`config.mk`:
```
export PLATFORM = sky130hd
export DESIGN_NAME = ffha_ctrl
export DESIGN_NICKNAME = d
export VERILOG_FILES = /design/src/ffha_pkg.sv /design/src/ffha_ctrl.sv
export SDC_FILE = /design/constraint.sdc
export NUM_CORES = 1
export LEC_CHECK = 0
export ABC_AREA = 0
export BUFFER_PORTS_ARGS = -buffer_cell sky130_fd_sc_hd__buf_2
export CORE_ASPECT_RATIO = 1.75
export CORE_UTILIZATION = 45
export DETAILED_ROUTE_END_ITERATION = 10
export GPL_ROUTABILITY_DRIVEN = 1
export PLACE_DENSITY = 0.73
export SLEW_MARGIN = 30
export SYNTH_ARGS = -nofsm -noshare
export SYNTH_HDL_FRONTEND = slang
export SYNTH_SLANG_ARGS = --single-unit
```
`constraint.sdc`:
```
create_clock -name clk -period 1.9 [get_ports clk]
set_input_delay 0.095 -clock clk [delete_from_list [all_inputs] [get_ports clk]]
set_output_delay 0.095 -clock clk [all_outputs]
set_load 0.02 [all_outputs]
```
`src/ffha_pkg.sv`:
```
// shared types and constants for the first-fit heap allocator
`default_nettype none
package ffha_pkg;

    localparam int FIELD_W = 12;

    localparam logic OP_ALLOC   = 1'b0;
    localparam logic OP_RELEASE = 1'b1;

    localparam logic [1:0] ST_ALLOCATED = 2'd0;
    localparam logic [1:0] ST_NO_FIT    = 2'd1;
    localparam logic [1:0] ST_RELEASED  = 2'd2;
    localparam logic [1:0] ST_INVALID   = 2'd3;

    typedef enum logic [4:0] {
        CMD_NONE,
        CMD_INIT,
        CMD_LOAD,
        CMD_RD_IDX,
        CMD_NEXT,
        CMD_FAIL,
        CMD_NULL,
        CMD_HIT,
        CMD_RD_J,
        CMD_WR_JUP,
        CMD_WR_JDN,
        CMD_WR_REM,
        CMD_WR_ALLOC,
        CMD_RD_NXT,
        CMD_MERGE_N,
        CMD_DEC,
        CMD_RD_PRV,
        CMD_MERGE_P,
        CMD_WR_CUR,
        CMD_PUBLISH
    } dp_cmd_t;

    typedef struct packed {
        logic match;
        logic idx_last;
        logic idx_zero;
        logic split_ok;
        logic rd_free;
        logic j_lt_cnt;
        logic j_at_lo;
        logic null_rel;
        logic is_release;
        logic out_busy;
    } dp_status_t;

endpackage
`default_nettype wire

```
`src/ffha_ctrl.sv`:
```
// controller state machine sequencing scans, shifts, splits and merges
`default_nettype none
module ffha_ctrl
    import ffha_pkg::*;
(
    input  wire logic       clk,
    input  wire logic       rst_n,
    input  wire logic       in_valid,
    output logic            in_stall,
    input  wire dp_status_t stat,
    output dp_cmd_t         cmd
);

    typedef enum logic [21:0] {
        S_INIT    = 22'b0000000000000000000001,
        S_IDLE    = 22'b0000000000000000000010,
        S_SRD     = 22'b0000000000000000000100,
        S_SCMP    = 22'b0000000000000000001000,
        S_SHU_RD  = 22'b0000000000000000010000,
        S_SHU_WR  = 22'b0000000000000000100000,
        S_SPLIT   = 22'b0000000000000001000000,
        S_ALLOC   = 22'b0000000000000010000000,
        S_RN_RD   = 22'b0000000000000100000000,
        S_RN_CMP  = 22'b0000000000001000000000,
        S_RM_CHK  = 22'b0000000000010000000000,
        S_RM_RD   = 22'b0000000000100000000000,
        S_RM_WR   = 22'b0000000001000000000000,
        S_RM_END  = 22'b0000000010000000000000,
        S_RP_CHK  = 22'b0000000100000000000000,
        S_RP_CMP  = 22'b0000001000000000000000,
        S_RM2_CHK = 22'b0000010000000000000000,
        S_RM2_RD  = 22'b0000100000000000000000,
        S_RM2_WR  = 22'b0001000000000000000000,
        S_RM2_END = 22'b0010000000000000000000,
        S_WR_CUR  = 22'b0100000000000000000000,
        S_FIN     = 22'b1000000000000000000000
    } state_t;

    state_t state_reg, state_next;

    always_comb
    begin
        state_next = state_reg;
        cmd        = CMD_NONE;
        in_stall   = (state_reg != S_IDLE);
        case (state_reg)
            S_INIT:
            begin
                cmd        = CMD_INIT;
                state_next = S_IDLE;
            end
            S_IDLE:
            begin
                if (in_valid)
                begin
                    cmd        = CMD_LOAD;
                    state_next = S_SRD;
                end
            end
            S_SRD:
            begin
                if (stat.null_rel)
                begin
                    cmd        = CMD_NULL;
                    state_next = S_FIN;
                end
                else
                begin
                    cmd        = CMD_RD_IDX;
                    state_next = S_SCMP;
                end
            end
            S_SCMP:
            begin
                if (stat.match)
                begin
                    cmd = CMD_HIT;
                    if (stat.is_release)
                        state_next = stat.idx_last ? S_RP_CHK : S_RN_RD;
                    else if (!stat.split_ok)
                        state_next = S_ALLOC;
                    else
                        state_next = stat.idx_last ? S_SPLIT : S_SHU_RD;
                end
                else if (stat.idx_last)
                begin
                    cmd        = CMD_FAIL;
                    state_next = S_FIN;
                end
                else
                begin
                    cmd        = CMD_NEXT;
                    state_next = S_SRD;
                end
            end
            S_SHU_RD:
            begin
                cmd        = CMD_RD_J;
                state_next = S_SHU_WR;
            end
            S_SHU_WR:
            begin
                cmd        = CMD_WR_JUP;
                state_next = stat.j_at_lo ? S_SPLIT : S_SHU_RD;
            end
            S_SPLIT:
            begin
                cmd        = CMD_WR_REM;
                state_next = S_ALLOC;
            end
            S_ALLOC:
            begin
                cmd        = CMD_WR_ALLOC;
                state_next = S_FIN;
            end
            S_RN_RD:
            begin
                cmd        = CMD_RD_NXT;
                state_next = S_RN_CMP;
            end
            S_RN_CMP:
            begin
                if (stat.rd_free)
                begin
                    cmd        = CMD_MERGE_N;
                    state_next = S_RM_CHK;
                end
                else
                begin
                    state_next = S_RP_CHK;
                end
            end
            S_RM_CHK:
            begin
                state_next = stat.j_lt_cnt ? S_RM_RD : S_RM_END;
            end
            S_RM_RD:
            begin
                cmd        = CMD_RD_J;
                state_next = S_RM_WR;
            end
            S_RM_WR:
            begin
                cmd        = CMD_WR_JDN;
                state_next = S_RM_CHK;
            end
            S_RM_END:
            begin
                cmd        = CMD_DEC;
                state_next = S_RP_CHK;
            end
            S_RP_CHK:
            begin
                if (stat.idx_zero)
                begin
                    state_next = S_WR_CUR;
                end
                else
                begin
                    cmd        = CMD_RD_PRV;
                    state_next = S_RP_CMP;
                end
            end
            S_RP_CMP:
            begin
                if (stat.rd_free)
                begin
                    cmd        = CMD_MERGE_P;
                    state_next = S_RM2_CHK;
                end
                else
                begin
                    state_next = S_WR_CUR;
                end
            end
            S_RM2_CHK:
            begin
                state_next = stat.j_lt_cnt ? S_RM2_RD : S_RM2_END;
            end
            S_RM2_RD:
            begin
                cmd        = CMD_RD_J;
                state_next = S_RM2_WR;
            end
            S_RM2_WR:
            begin
                cmd        = CMD_WR_JDN;
                state_next = S_RM2_CHK;
            end
            S_RM2_END:
            begin
                cmd        = CMD_DEC;
                state_next = S_WR_CUR;
            end
            S_WR_CUR:
            begin
                cmd        = CMD_WR_CUR;
                state_next = S_FIN;
            end
            S_FIN:
            begin
                if (!stat.out_busy)
                begin
                    cmd        = CMD_PUBLISH;
                    state_next = S_IDLE;
                end
            end
            default:
            begin
                state_next = S_INIT;
            end
        endcase
    end

    always_ff @(posedge clk or negedge rst_n)
    begin
        if (!rst_n)
            state_reg <= S_INIT;
        else
            state_reg <= state_next;
    end

endmodule
`default_nettype wire

```
# After elaboration in Yosys (flattened, before gate mapping)

Cells that the tools add are included.

Flip-flop bits (word level): 22
Bits in latches: 0
Bits in writable memories: 0
Bits in read-only memories: 0
Bits of input ports: 13
Output and inout bits: 6
Word-level logic and storage cells: 56
Memories kept: 0

Add/subtract/negate cells: 0
Multiply operators: 0
Div/mod/pow operators: 0
$lt $le $gt $ge: 0
Eq/ne operators: 25
Shifts and indexed selects: 0
Mux-type cells: 25
Bitwise logic cells: 0
Reduce and logical (&&, ||, !) cells: 5

Operators by type and width:

| cell                                                                     | count |
|---|---|
| 22-bit case mux with 21 select lines                                     | 1 |
| 22-bit 2-to-1 mux                                                        | 5 |
| 5-bit case mux with 16 select lines                                      | 1 |
| 15-bit 2-to-1 mux                                                        | 3 |
| 21-bit 2-to-1 mux                                                        | 2 |
| 22-bit by 1-bit equality test with 1-bit output (second input constant)  | 1 |
| 22-bit by 10-bit equality test with 1-bit output (second input constant) | 1 |
| 22-bit by 11-bit equality test with 1-bit output (second input constant) | 1 |
| 22-bit by 12-bit equality test with 1-bit output (second input constant) | 1 |
| 22-bit by 13-bit equality test with 1-bit output (second input constant) | 1 |
| 22-bit by 14-bit equality test with 1-bit output (second input constant) | 1 |
| 22-bit by 15-bit equality test with 1-bit output (second input constant) | 1 |
| 22-bit by 16-bit equality test with 1-bit output (second input constant) | 1 |
| 22-bit by 17-bit equality test with 1-bit output (second input constant) | 1 |
| 22-bit by 18-bit equality test with 1-bit output (second input constant) | 1 |
| 22-bit by 19-bit equality test with 1-bit output (second input constant) | 1 |
| 22-bit by 2-bit equality test with 1-bit output (second input constant)  | 1 |
| 22-bit by 20-bit equality test with 1-bit output (second input constant) | 1 |
| 22-bit by 21-bit equality test with 1-bit output (second input constant) | 1 |
| 22-bit equality test (second input constant)                             | 1 |
| 22-bit by 3-bit equality test with 1-bit output (second input constant)  | 1 |
| 22-bit by 4-bit equality test with 1-bit output (second input constant)  | 1 |
| 22-bit by 5-bit equality test with 1-bit output (second input constant)  | 1 |
| 22-bit by 6-bit equality test with 1-bit output (second input constant)  | 1 |
| other kinds (17)                                                         | 24 |

# Logic depth before layout (Yosys ltp)

Gate-level depths: netlist (run 1).

Word-level depth: 5
Mapped depth: 7
Gate-level depth less buffers: 5

# Worst setup path before layout (run 1)

Ideal clock, no wire load.

Path type: register to output
Start point: reg state_reg[16]
End point: out cmd[4]
Arrival time: 1.915 ns
Required time: 1.805 ns
Slack: -0.110 ns
Stages on the path, launching flop included: 5
Path buffers: 0
Cells stage by stage: dfrtp_1 nor4_4 nand2_2 or4_1 o21ai_1

Word-level cells in the longest chain between the ends: 3
Elaborated cells between the ends (all ways): 24
Classes of those cells: eq/ne (20); mux (1); reduce/logical (3)

Ends and longest elaborated chain:

| element                                                                        | line             | text |
|---|---|---|
| from (decl)                                                                    | ffha_ctrl.sv:39  | `state_t state_reg, state_next;` |
| from (signal assigned)                                                         | ffha_ctrl.sv:220 | `state_reg <= state_next;` |
| 22-bit by 18-bit equality test with 1-bit output, or another cell as far along | ffha_ctrl.sv:46  | `case (state_reg)` |
| 3-bit OR reduction (no line) or 2-bit OR reduction (tied branches)             | --               |  |
| 5-bit case mux with 16 select lines *                                          | ffha_ctrl.sv:46  |  |
| to (decl)                                                                      | ffha_ctrl.sv:11  | `output dp_cmd_t cmd` |

Mark *: on every way between the ends. The rest lies on a longest branch, timed or not.

# Worst setup path in the final report (run 1)

Start point: reg state_reg[9]
End point: out cmd[1]

The elaborated chain is that of the path after synthesis.

==> results of run 1 <==
## what timing repair did
item,in CTS,in global routing
hold endpoints to repair,21,0
setup buffers,8,8
endpoints found under the setup margin,10,18
pin swaps,12,13
hold buffers,1,0
resized for setup,30,29
## critical path: cells and delay by family (launching register included)
family                 cells  cell delay (ns)
buffers and inverters      1             0.14
AND/OR/NAND/NOR            4             1.48
flip-flops                 1             0.45
## Yosys cell counts, drive strengths merged, types with 3 or more instances
cell    instances  share of area [%]
nor4           18                 13
nand2          13                3.3
and3            3                1.2
nand2b          4                1.6
dfrtp          21                 33
nor2           20                4.8
nand4           3                2.1
nor2b           8                3.2
nand3           9                3.2
xnor2           4                2.2
o21ai          10                3.2
nand3b          3                1.4
nand4b          5                2.8
nor3            9                2.9
a21oi           3               0.95
inv             3               0.71
buf             5                1.7
## how the worst max path moves through the flow
| stage | from | to | slack (ns) |
|---|---|---|---|
| after CTS | state_reg[10] | cmd[1] | -0.31 |
| after global routing | state_reg[9] | cmd[0] | -0.54 |
| after floorplan | state_reg[18] | cmd[4] | 0.002 |
| final | state_reg[9] | cmd[1] | -0.54 |
| after detailed placement | state_reg[4] | cmd[0] | -0.19 |
| after global placement | state_reg[4] | cmd[0] | -0.1 |
## power groups by stage
stage / registers (mW) / logic, mW / clock network [mW]
2_1_floorplan: 0.523 / 0.499 / 0
3_3_place_gp: 0.545 / 0.748 / 0
3_5_place_dp: 0.544 / 0.770 / 0
4_1_cts: 0.537 / 0.878 / 0.446
5_1_grt: 0.542 / 1.12 / 0.463
6_report: 0.538 / 1.04 / 0.447
## metal layers
| layer | vias to the layer above | GRT usage, % | share of wire, % |
|---|---|---|---|
| met3 | 31 | 2.25 | 5.7 |
| met4 | 0 | 13.1 | 4.8 |
| met5 | - | 0 | 0 |
| met2 | 119 | 54.3 | 53 |
| li1 | 832 | - | - |
| met1 | 902 | 36.8 | 37 |
## metrics by stage
| stage | hold WS, ns | setup slack, ns | util [%] |
|---|---|---|---|
| 3_3_place_gp | 0.0848 | -0.0972 | 61.6 |
| 5_1_grt | 0.0261 | -0.538 | 74.9 |
| 3_5_place_dp | 0.0914 | -0.195 | 61.6 |
| 4_1_cts | 0.00311 | -0.308 | 70.2 |
| 2_1_floorplan | -0.201 | 0.00159 | - |
| 6_report | 0.0197 | -0.537 | 74.9 |
## cell type report
type                    count  area [um^2]
clock inverters             1         30.0
fillers                   250          846
repair buffers             82          623
multi-input cells         143         1200
flip-flops and latches     22          553
clock buffers               3         41.3
inverters                   3         11.3
well taps                  45         56.3
## kinds of logic (layout without fill, tap and decap cells)
kind of cell,count (synthesis),in the layout
AO/OA/AOI/OAI,30,30
XOR/XNOR,6,6
buffers and inverters,9,89
flip-flops,22,22
multiplexers,1,1
AND/OR/NAND/NOR,106,106
==> out/results.tsv, run 1 <==
stage	metric	value	unit
die	fp.dieArea	3750	um^2
setup_path	path_class	flip-flop to output pin	
timing	worst-slew-pin-transition	0.511	ns
synthesis	synthXorXnorAreaFrac	3.33	%
power_and_ir_drop	leakage	1.16	nW
synthesis	synthAdderAreaFrac	0	%
grt	grt_pass1_vias	1739	
power_and_ir_drop	swShare	36.2	%
status	status	complete, but fails checks	
final_layout	largest_reg_flops	22	
die	core_area	3360	um^2
min_path	min_path_cells	2	
cts	insertion_delay	0.27	ns
setup_path	critPathMaxFanout	4	
final_layout	final_cells	299	
synthesis	ys_seq_elements	22	
synthesis	yosys.area_share.simple	45.1	%
synthesis	synth_ff_type	dfrtp_1	
setup_path	crit_chain	nor4_4, nand4b_1, or4_4, nand4_1, buf_4	
synthesis	synth_top_family_by_area	simple AND/OR/NAND/NOR gates	
cts	cts_max_level	1	
grt	grt_pass1_wl	8380	um
timing	final.setup.tns	-4.34	ns
timing	setup_ws	-0.537	ns
placed_design	io_buffers	18	
die	rows	28	
grt	grt_use_total	31.1	%
cts	cts_root_buffer	clkbuf_8	
cts	clk_path_buf_depth	2	
setup_path	critPathMaxStageDelay	0.61	ns
min_path	hold_end	state_reg[13]	
synthesis	syn_nets	187	
timing	layout_min_cycle_time	2.44	ns
detailed_routing	vias	1884	
grt	antenna_found_initial	0	
setup_path	r2r_start	state_reg[9]	
power_and_ir_drop	switchingPower	0.735	mW
synthesis	synth_compound_area_share	13.1	%
die	fp.dieW	46.7	um
setup_path	reg2reg_slack	-0.25	ns
die	io_pins	19	
power_and_ir_drop	seqPwrFrac	26.6	%
synthesis	synth.area.mux_share	0.714	%
min_path	min_from	stat[4]	
flow_run	maxCapViolCount	0	
synthesis	syn_inst	174	
detailed_routing	drt-total-wl	5950	um
setup_path	cp_data_required_time	1.80	ns
synthesis	yosysSeqAreaShare	35.0	%
power_and_ir_drop	p_per_area	805	nW/um^2
power_and_ir_drop	clock_power_share	22.0	%
detailed_routing	drtPass1Iterations	5	
timing	slew_viol_final	0	
setup_path	worst_setup_path_end_kind	output pin	
timing	rsz0062_at_grt	yes	
min_path	min_path_type	input port to flip-flop	
final_layout	layout_common_cells	58 x buf_4, 20 x dfrtp_1, 14 x nor2_1	
detailed_routing	viasPerCell	6.30	
detailed_routing	postRouteAntennaNets	0	
final_layout	final_layout_size_suffix_gt1_share	52.0	%
timing	setup_viol	19	
final_layout	final_nets	268	
power_and_ir_drop	comb_power_share	51.4	%
detailed_routing	wl_per_cell	19.9	um
synthesis	yosys_warnings	0	
final_layout	area_growth	59.7	%
timing	relSlewSlack	65.9	%
timing	finalCritPeriodShare	128	%
setup_path	ff2ff_path_depth	8	
synthesis	synth_cell_types	48	
grt	grt_max_degree	23	
synthesis	synth_edf_count	0	
power_and_ir_drop	peakVddDrop	623	uV
detailed_routing	drt-initial-drc-count	114	
setup_path	critPathArrivalTime	2.34	ns
setup_path	start_kind	flip-flop	
power_and_ir_drop	p_total	2.03	mW
die	die_h	80.3	um
setup_path	timing.rr.end	state_reg[0]	
synthesis	synthArstFlopShare	100	%
cts	clock_sinks	22	
setup_path	crit_path_top_delay_cell	or4_4	
placed_design	place_congestion	0.980	
synthesis	mappedNetlistArea	1580	um^2
final_layout	postLayoutCellArea	2520	um^2
final_layout	layout_commonest_cell	buf_4	
cts	cts_tree	built	
placed_design	dp.cells	280	
timing	max_freq	410	MHz
die	start_util	46.9	%
power_and_ir_drop	p_int	1.29	mW
grt	grt_overflow	0	
cts	clk_pin_slew	0.09	ns
timing	hold_viol_final	0	
placed_design	dp_hpwl	3880	um
synthesis	syn_area_per_cell	9.06	um^2
detailed_routing	drc	0	
cts	cts_inserted_buffers	3	
placed_design	dpl_cell_area	2070	um^2
final_layout	antenna_cells	0	
timing	fin_worst_skew	0.0136	ns
status	violations	negative setup slack	
Note: power is estimated with default switching activity, not from simulation.
==> inputs of run 2 (changes only) <==
--- a/config.mk
+++ b/config.mk
@@ -11,6 +11,7 @@
 export CORE_UTILIZATION = 45
 export DETAILED_ROUTE_END_ITERATION = 10
 export GPL_ROUTABILITY_DRIVEN = 1
+export HOLD_SLACK_MARGIN = 0.02
 export PLACE_DENSITY = 0.73
 export SLEW_MARGIN = 30
 export SYNTH_ARGS = -nofsm -noshare
==> run 2 against run 1 <==
Compared with the run above: the run still ends with negative setup slack left; first-iteration DRC count rose by 6.1%; sequential share of layout area shrank 0.087 points; register-to-register slack hardly changed; critical path depth stayed put; combinational power about the same; non-clock buffer count is 1 higher; largest power group unchanged.
==> out/results.tsv, run 2 (synthesis gave the netlist of run 1 again) <==
stage	metric	value	unit	change
timing	rsz0062_at_grt	yes		
timing	layout_min_cycle_time	2.42	ns	-0.0155 ns
die	die_h	80.3	um	unchanged
timing	fin_worst_skew	0.0120	ns	-0.00158 ns
die	fp.dieArea	3750	um^2	unchanged
timing	setup_ws	-0.522	ns	+0.0155 ns
timing	slew_viol_final	0		unchanged
final_layout	post-route-util	75.1	%	+0.30 points
die	core_area	3360	um^2	unchanged
grt	grt_pass1_wl	8380	um	unchanged
setup_path	critPathMaxStageDelay	0.61	ns	about the same
detailed_routing	vias	1897		+0.69%
detailed_routing	drtPass1Iterations	5		unchanged
setup_path	critPathMaxFanout	4		unchanged
setup_path	path_delay_family	simple AND/OR/NAND/NOR gates		
placed_design	io_buffers	18		unchanged
setup_path	crit_chain	nor4_4, nand4b_1, or4_4, nand4_1, buf_4		
grt	grt_pass1_vias	1741		+0.12%
final_layout	layout_common_cells	58 x buf_4, 20 x dfrtp_1, 14 x nor2_1		
final_layout	largest_reg_flops	22		unchanged
grt	grt_use_total	31.1	%	unchanged
placed_design	place_congestion	0.980		unchanged
timing	worst-slew-pin-transition	0.508	ns	-0.00284 ns
final_layout	final_nets	269		+0.37%
setup_path	cp_num_buf_inv	1		unchanged
detailed_routing	drc	0		unchanged
setup_path	start_kind	flip-flop		
cts	insertion_delay	0.27	ns	about the same
timing	max_freq	413	MHz	+0.64%
cts	clock_sinks	22		unchanged
final_layout	layout_commonest_cell	buf_4		
min_path	min_path_type	input port to flip-flop		
final_layout	final_cells	300		+0.33%
cts	clk_path_buf_depth	2		unchanged
final_layout	final_layout_size_suffix_gt1_share	51.8	%	-0.20 points
detailed_routing	postRouteAntennaNets	0		unchanged
detailed_routing	wl_per_cell	19.9	um	-0.18%
final_layout	area_growth	60.3	%	
cts	cts_root_buffer	clkbuf_8		
power_and_ir_drop	p_per_area	803	nW/um^2	-0.26%
grt	grt_max_degree	23		unchanged
cts	clk_pin_slew	0.09	ns	about the same
setup_path	critPathArrivalTime	2.33	ns	about the same
setup_path	worst_setup_path_end_kind	output pin		
grt	grt_overflow	0		unchanged
cts	cts_tree	built		
timing	setup_viol	19		unchanged
cts	cts_max_level	1		unchanged
detailed_routing	viasPerCell	6.32		+0.35%
power_and_ir_drop	peakVddDrop	626	uV	+0.47%
timing	finalCritPeriodShare	127	%	-0.81 points
status	status	complete, but fails checks		
die	fp.dieW	46.7	um	unchanged
die	rows	28		unchanged
timing	relSlewSlack	66.1	%	+0.19 points
die	io_pins	19		unchanged
detailed_routing	drt-initial-drc-count	121		+6.1%
status	violations	negative setup slack		
setup_path	cp_data_required_time	1.80	ns	about the same
setup_path	path_class	flip-flop to output pin		
final_layout	antenna_cells	0		unchanged
timing	hold_viol_final	0		unchanged
placed_design	dp.cells	280		unchanged
flow_run	maxCapViolCount	0		unchanged
placed_design	dp_hpwl	3880	um	unchanged
grt	antenna_found_initial	0		unchanged
detailed_routing	drt-total-wl	5960	um	+0.15%
power_and_ir_drop	leakage	1.17	nW	+0.36%
cts	cts_inserted_buffers	3		unchanged
die	start_util	46.9	%	unchanged
timing	whs	0.0458	ns	+0.0261 ns
setup_path	crit_path_top_delay_cell	or4_4		
## run 2: power by group
part           switching (mW)  total, mW  internal (mW)
sequential             0.0318      0.538          0.507
combinational           0.543       1.05          0.506
clock                   0.162      0.444          0.282
## run 2: area by class of cell
class / count / area [um^2]
clock buffers: 3 / 41.3
clock inverters: 1 / 30.0
fillers: 249 / 836
inverters: 3 / 11.3
multi-input cells: 143 / 1200
flip-flops and latches: 22 / 553
well taps: 45 / 56.3
repair buffers: 83 / 633
## run 2: what timing repair did
action,CTS,global route
hold buffers,2,0
setup buffers,8,8
gates resized for setup,30,29
setup endpoints to repair,10,18
pin swaps,12,13
hold endpoints to repair,23,0
## run 2: stage by stage
step                setup TNS (ns)  setup WS (ns)  total power, mW  instance area [um^2]
floorplan                        0        0.00159             1.02                  1590
global placement            -0.387        -0.0972             1.29                  2070
detailed placement          -0.766         -0.195             1.31                  2070
CTS                          -1.65         -0.308             1.86                  2370
global route                 -4.83         -0.538             2.12                  2530
finish                       -4.20         -0.522             2.03                  2530
## run 2: worst paths after layout
path                          startpoint             to  slack [ns]  cells past startpoint
min in group asynchronous          rst_n   state_reg[5]        0.32                      2
max                         state_reg[9]         cmd[1]       -0.52                      5
max in group asynchronous          rst_n   state_reg[0]        1.21                      2
min                              stat[2]   state_reg[3]        0.05                      2
max reg2reg                 state_reg[9]   state_reg[0]       -0.25                      8
min reg2reg                state_reg[14]  state_reg[15]        0.73                      2
## run 2: routing by layer
| metal | up-vias | global-route usage (%) | wire length (um) | part of all wire, % |
|---|---|---|---|---|
| met5 | - | 0 | 0 | 0 |
| met4 | 0 | 13.1 | 299 | 5.0 |
| met3 | 31 | 2.25 | 304 | 5.1 |
| met2 | 112 | 54.3 | 3170 | 53 |
| met1 | 921 | 36.8 | 2180 | 37 |
| li1 | 833 | - | - | - |
==> inputs of run 3 (changes only) <==
--- a/config.mk
+++ b/config.mk
@@ -8,11 +8,11 @@
 export ABC_AREA = 0
 export BUFFER_PORTS_ARGS = -buffer_cell sky130_fd_sc_hd__buf_2
 export CORE_ASPECT_RATIO = 1.75
-export CORE_UTILIZATION = 45
+export CORE_UTILIZATION = 50
 export DETAILED_ROUTE_END_ITERATION = 10
 export GPL_ROUTABILITY_DRIVEN = 1
 export HOLD_SLACK_MARGIN = 0.02
-export PLACE_DENSITY = 0.73
+export PLACE_DENSITY = 0.79
 export SLEW_MARGIN = 30
 export SYNTH_ARGS = -nofsm -noshare
 export SYNTH_HDL_FRONTEND = slang
==> run 3 against run 2 <==
Compared with the run above: the run still ends with negative setup slack left; total power is 0.77% higher; die area is 9.7% lower; via count up 7.7%; core utilization increased by 13 points; highest routed layer unchanged; combinational power rose by 9%; global-route usage grew 7.6 points; sequential power grew 0.9%; wire length is 17% higher; register-to-register slack lost 0.03 ns; first-iteration DRC count decreased by 4.1%; clock skew is 0.0092 ns lower.
==> out/results.tsv, run 3 (synthesis gave the netlist of run 1 again) <==
stage	metric	value	unit	change
placed_design	dp.cells	277		-1.1%
power_and_ir_drop	swShare	39.2	%	+2.9 points
timing	slew_viol_final	0		unchanged
cts	clk_path_buf_depth	2		unchanged
cts	cts_max_level	1		unchanged
grt	grt_pass1_wl	9680	um	+16%
power_and_ir_drop	p_total	2.05	mW	+0.77%
setup_path	path_class	flip-flop to output pin		
power_and_ir_drop	comb_power_share	55.9	%	+4.3 points
placed_design	io_buffers	18		unchanged
placed_design	place_congestion	1.00		+2.3%
timing	worst-slew-pin-transition	0.540	ns	+0.0320 ns
cts	cts_tree	built		
final_layout	area_growth	64.8	%	
timing	fin_worst_skew	0.00276	ns	-0.00922 ns
final_layout	post-route-util	87.8	%	+13 points
detailed_routing	vias	2044		+7.7%
final_layout	seqCellArea	552	um^2	-0.23%
power_and_ir_drop	clock_power_share	17.6	%	-4.2 points
setup_path	critPathArrivalTime	2.26	ns	-0.07 ns
grt	grt_pass1_vias	1956		+12%
detailed_routing	drt-total-wl	6980	um	+17%
placed_design	dpl_worst_slack	-0.155	ns	+0.0398 ns
detailed_routing	viasPerCell	6.66		+5.3%
die	fp.dieW	44.4	um	-4.9%
cts	clock_sinks	22		unchanged
min_path	min_path_type	input port to flip-flop		
setup_path	worst_setup_path_end_kind	output pin		
status	violations	negative setup slack		
status	status	complete, but fails checks		
timing	setup_ws	-0.452	ns	+0.0697 ns
timing	relSlewSlack	64.0	%	-2.1 points
timing	max_freq	425	MHz	+3.0%
timing	final.setup.tns	-3.73	ns	+0.474 ns
final_layout	n_fill_cell	138		-45%
cts	cts_root_buffer	clkbuf_8		
cts	cts_inserted_buffers	3		unchanged
die	fp.dieArea	3390	um^2	-9.7%
die	core_area	2960	um^2	-12%
power_and_ir_drop	p_int	1.24	mW	-3.9%
final_layout	final_layout_size_suffix_gt1_share	52.1	%	+0.31 points
final_layout	final_nets	279		+3.7%
setup_path	start_kind	flip-flop		
final_layout	final_cells	307		+2.3%
cts	insertion_delay	0.27	ns	about the same
grt	grt_overflow	0		unchanged
setup_path	critPathMaxFanout	3		-1
die	rows	26		-7.1%
placed_design	dp_hpwl	3770	um	-2.8%
die	io_pins	19		unchanged
power_and_ir_drop	p_per_area	787	nW/um^2	-2.0%
die	die_h	76.3	um	-5.0%
final_layout	antenna_cells	0		unchanged
timing	hold_viol_final	0		unchanged
timing	layout_min_cycle_time	2.35	ns	-0.0697 ns
grt	grt_max_degree	23		unchanged
power_and_ir_drop	peakVddDrop	783	uV	+25%
power_and_ir_drop	leakage	1.21	nW	+3.4%
detailed_routing	postRouteAntennaNets	0		unchanged
final_layout	layout_commonest_cell	buf_4		
final_layout	layout_common_cells	64 x buf_4, 21 x dfrtp_1, 16 x nor2_1		
setup_path	cp_data_required_time	1.80	ns	about the same
grt	antenna_found_initial	0		unchanged
power_and_ir_drop	seqPwrFrac	26.5	%	about the same
grt	grt_use_total	38.6	%	+7.6 points
flow_run	maxCapViolCount	0		unchanged
final_layout	multi_input_area	1200	um^2	+0.21%
detailed_routing	drt-initial-drc-count	116		-4.1%
timing	setup_viol	13		-6
final_layout	largest_reg_flops	22		unchanged
detailed_routing	drc	0		unchanged
detailed_routing	wl_per_cell	22.7	um	+15%
cts	clk_pin_slew	0.09	ns	about the same
timing	finalCritPeriodShare	124	%	-3.7 points
power_and_ir_drop	switchingPower	0.802	mW	+8.9%
detailed_routing	drtPass1Iterations	4		-1
die	start_util	53.3	%	+6.4 points
timing	rsz0062_at_grt	yes		
==> run 3: repair_timing <==
item,in CTS,in global routing
gates resized for setup,31,26
setup buffers,16,12
setup endpoints to repair,13,22
pin swaps,9,12
endpoints found under the hold margin,22,0
hold buffers,2,0
==> run 3: path summary, 6_finish.rpt <==
check | from | end | slack, ns | depth (start not counted)
max | state_reg[3] | cmd[0] | -0.45 | 9
min reg2reg | state_reg[10] | state_reg[12] | 0.67 | 2
min in group asynchronous | rst_n | state_reg[9] | 0.33 | 2
min | stat[2] | state_reg[3] | 0.04 | 2
max reg2reg | state_reg[14] | state_reg[6] | -0.28 | 8
max in group asynchronous | rst_n | state_reg[0] | 1.20 | 2
==> run 3: worst max-delay path: stages (launching register included) <==
cell      delay (ns)
dfrtp_1         0.42
nor4_4          0.27
buf_4           0.19
nand4b_1        0.13
buf_4           0.18
nor4_2          0.27
buf_4           0.18
a41oi_2         0.05
nand4_1         0.15
buf_4           0.15
==> run 3: cell type report <==
| type | instances | share of cell area [%] |
|---|---|---|
| multi-input combinational | 143 | 46.4 |
| timing repair buffer | 93 | 27.8 |
| sequential | 22 | 21.2 |
| clock buffer | 4 | 2.12 |
| tap | 42 | 2.02 |
| inverter | 3 | 0.433 |
==> run 3: metrics by stage <==
step	instance area [um^2]	hold slack [ns]
finish	2600	0.0353
global route	2600	0.0382
CTS	2400	0.0447
detailed placement	2070	0.0948
global placement	2070	0.0929
floorplan	1590	-0.201
==> run 3: layer usage <==
metal	wire length, um	part of all wire, %	vias to the layer above	track usage (%)
li1	-	-	855	-
met1	2460	35	971	43.9
met2	3360	48	158	62.8
met3	462	6.6	60	4.27
met4	700	10	0	28.8
met5	0	0	-	0
==> run 3: power by group through the flow <==
stage	Sequential [mW]	Clock (mW)	Combinational (mW)
finish	0.543	0.360	1.14
floorplan	0.523	0	0.499
global placement	0.549	0	0.730
detailed placement	0.549	0	0.754
global route	0.543	0.375	1.20
CTS	0.541	0.346	0.964
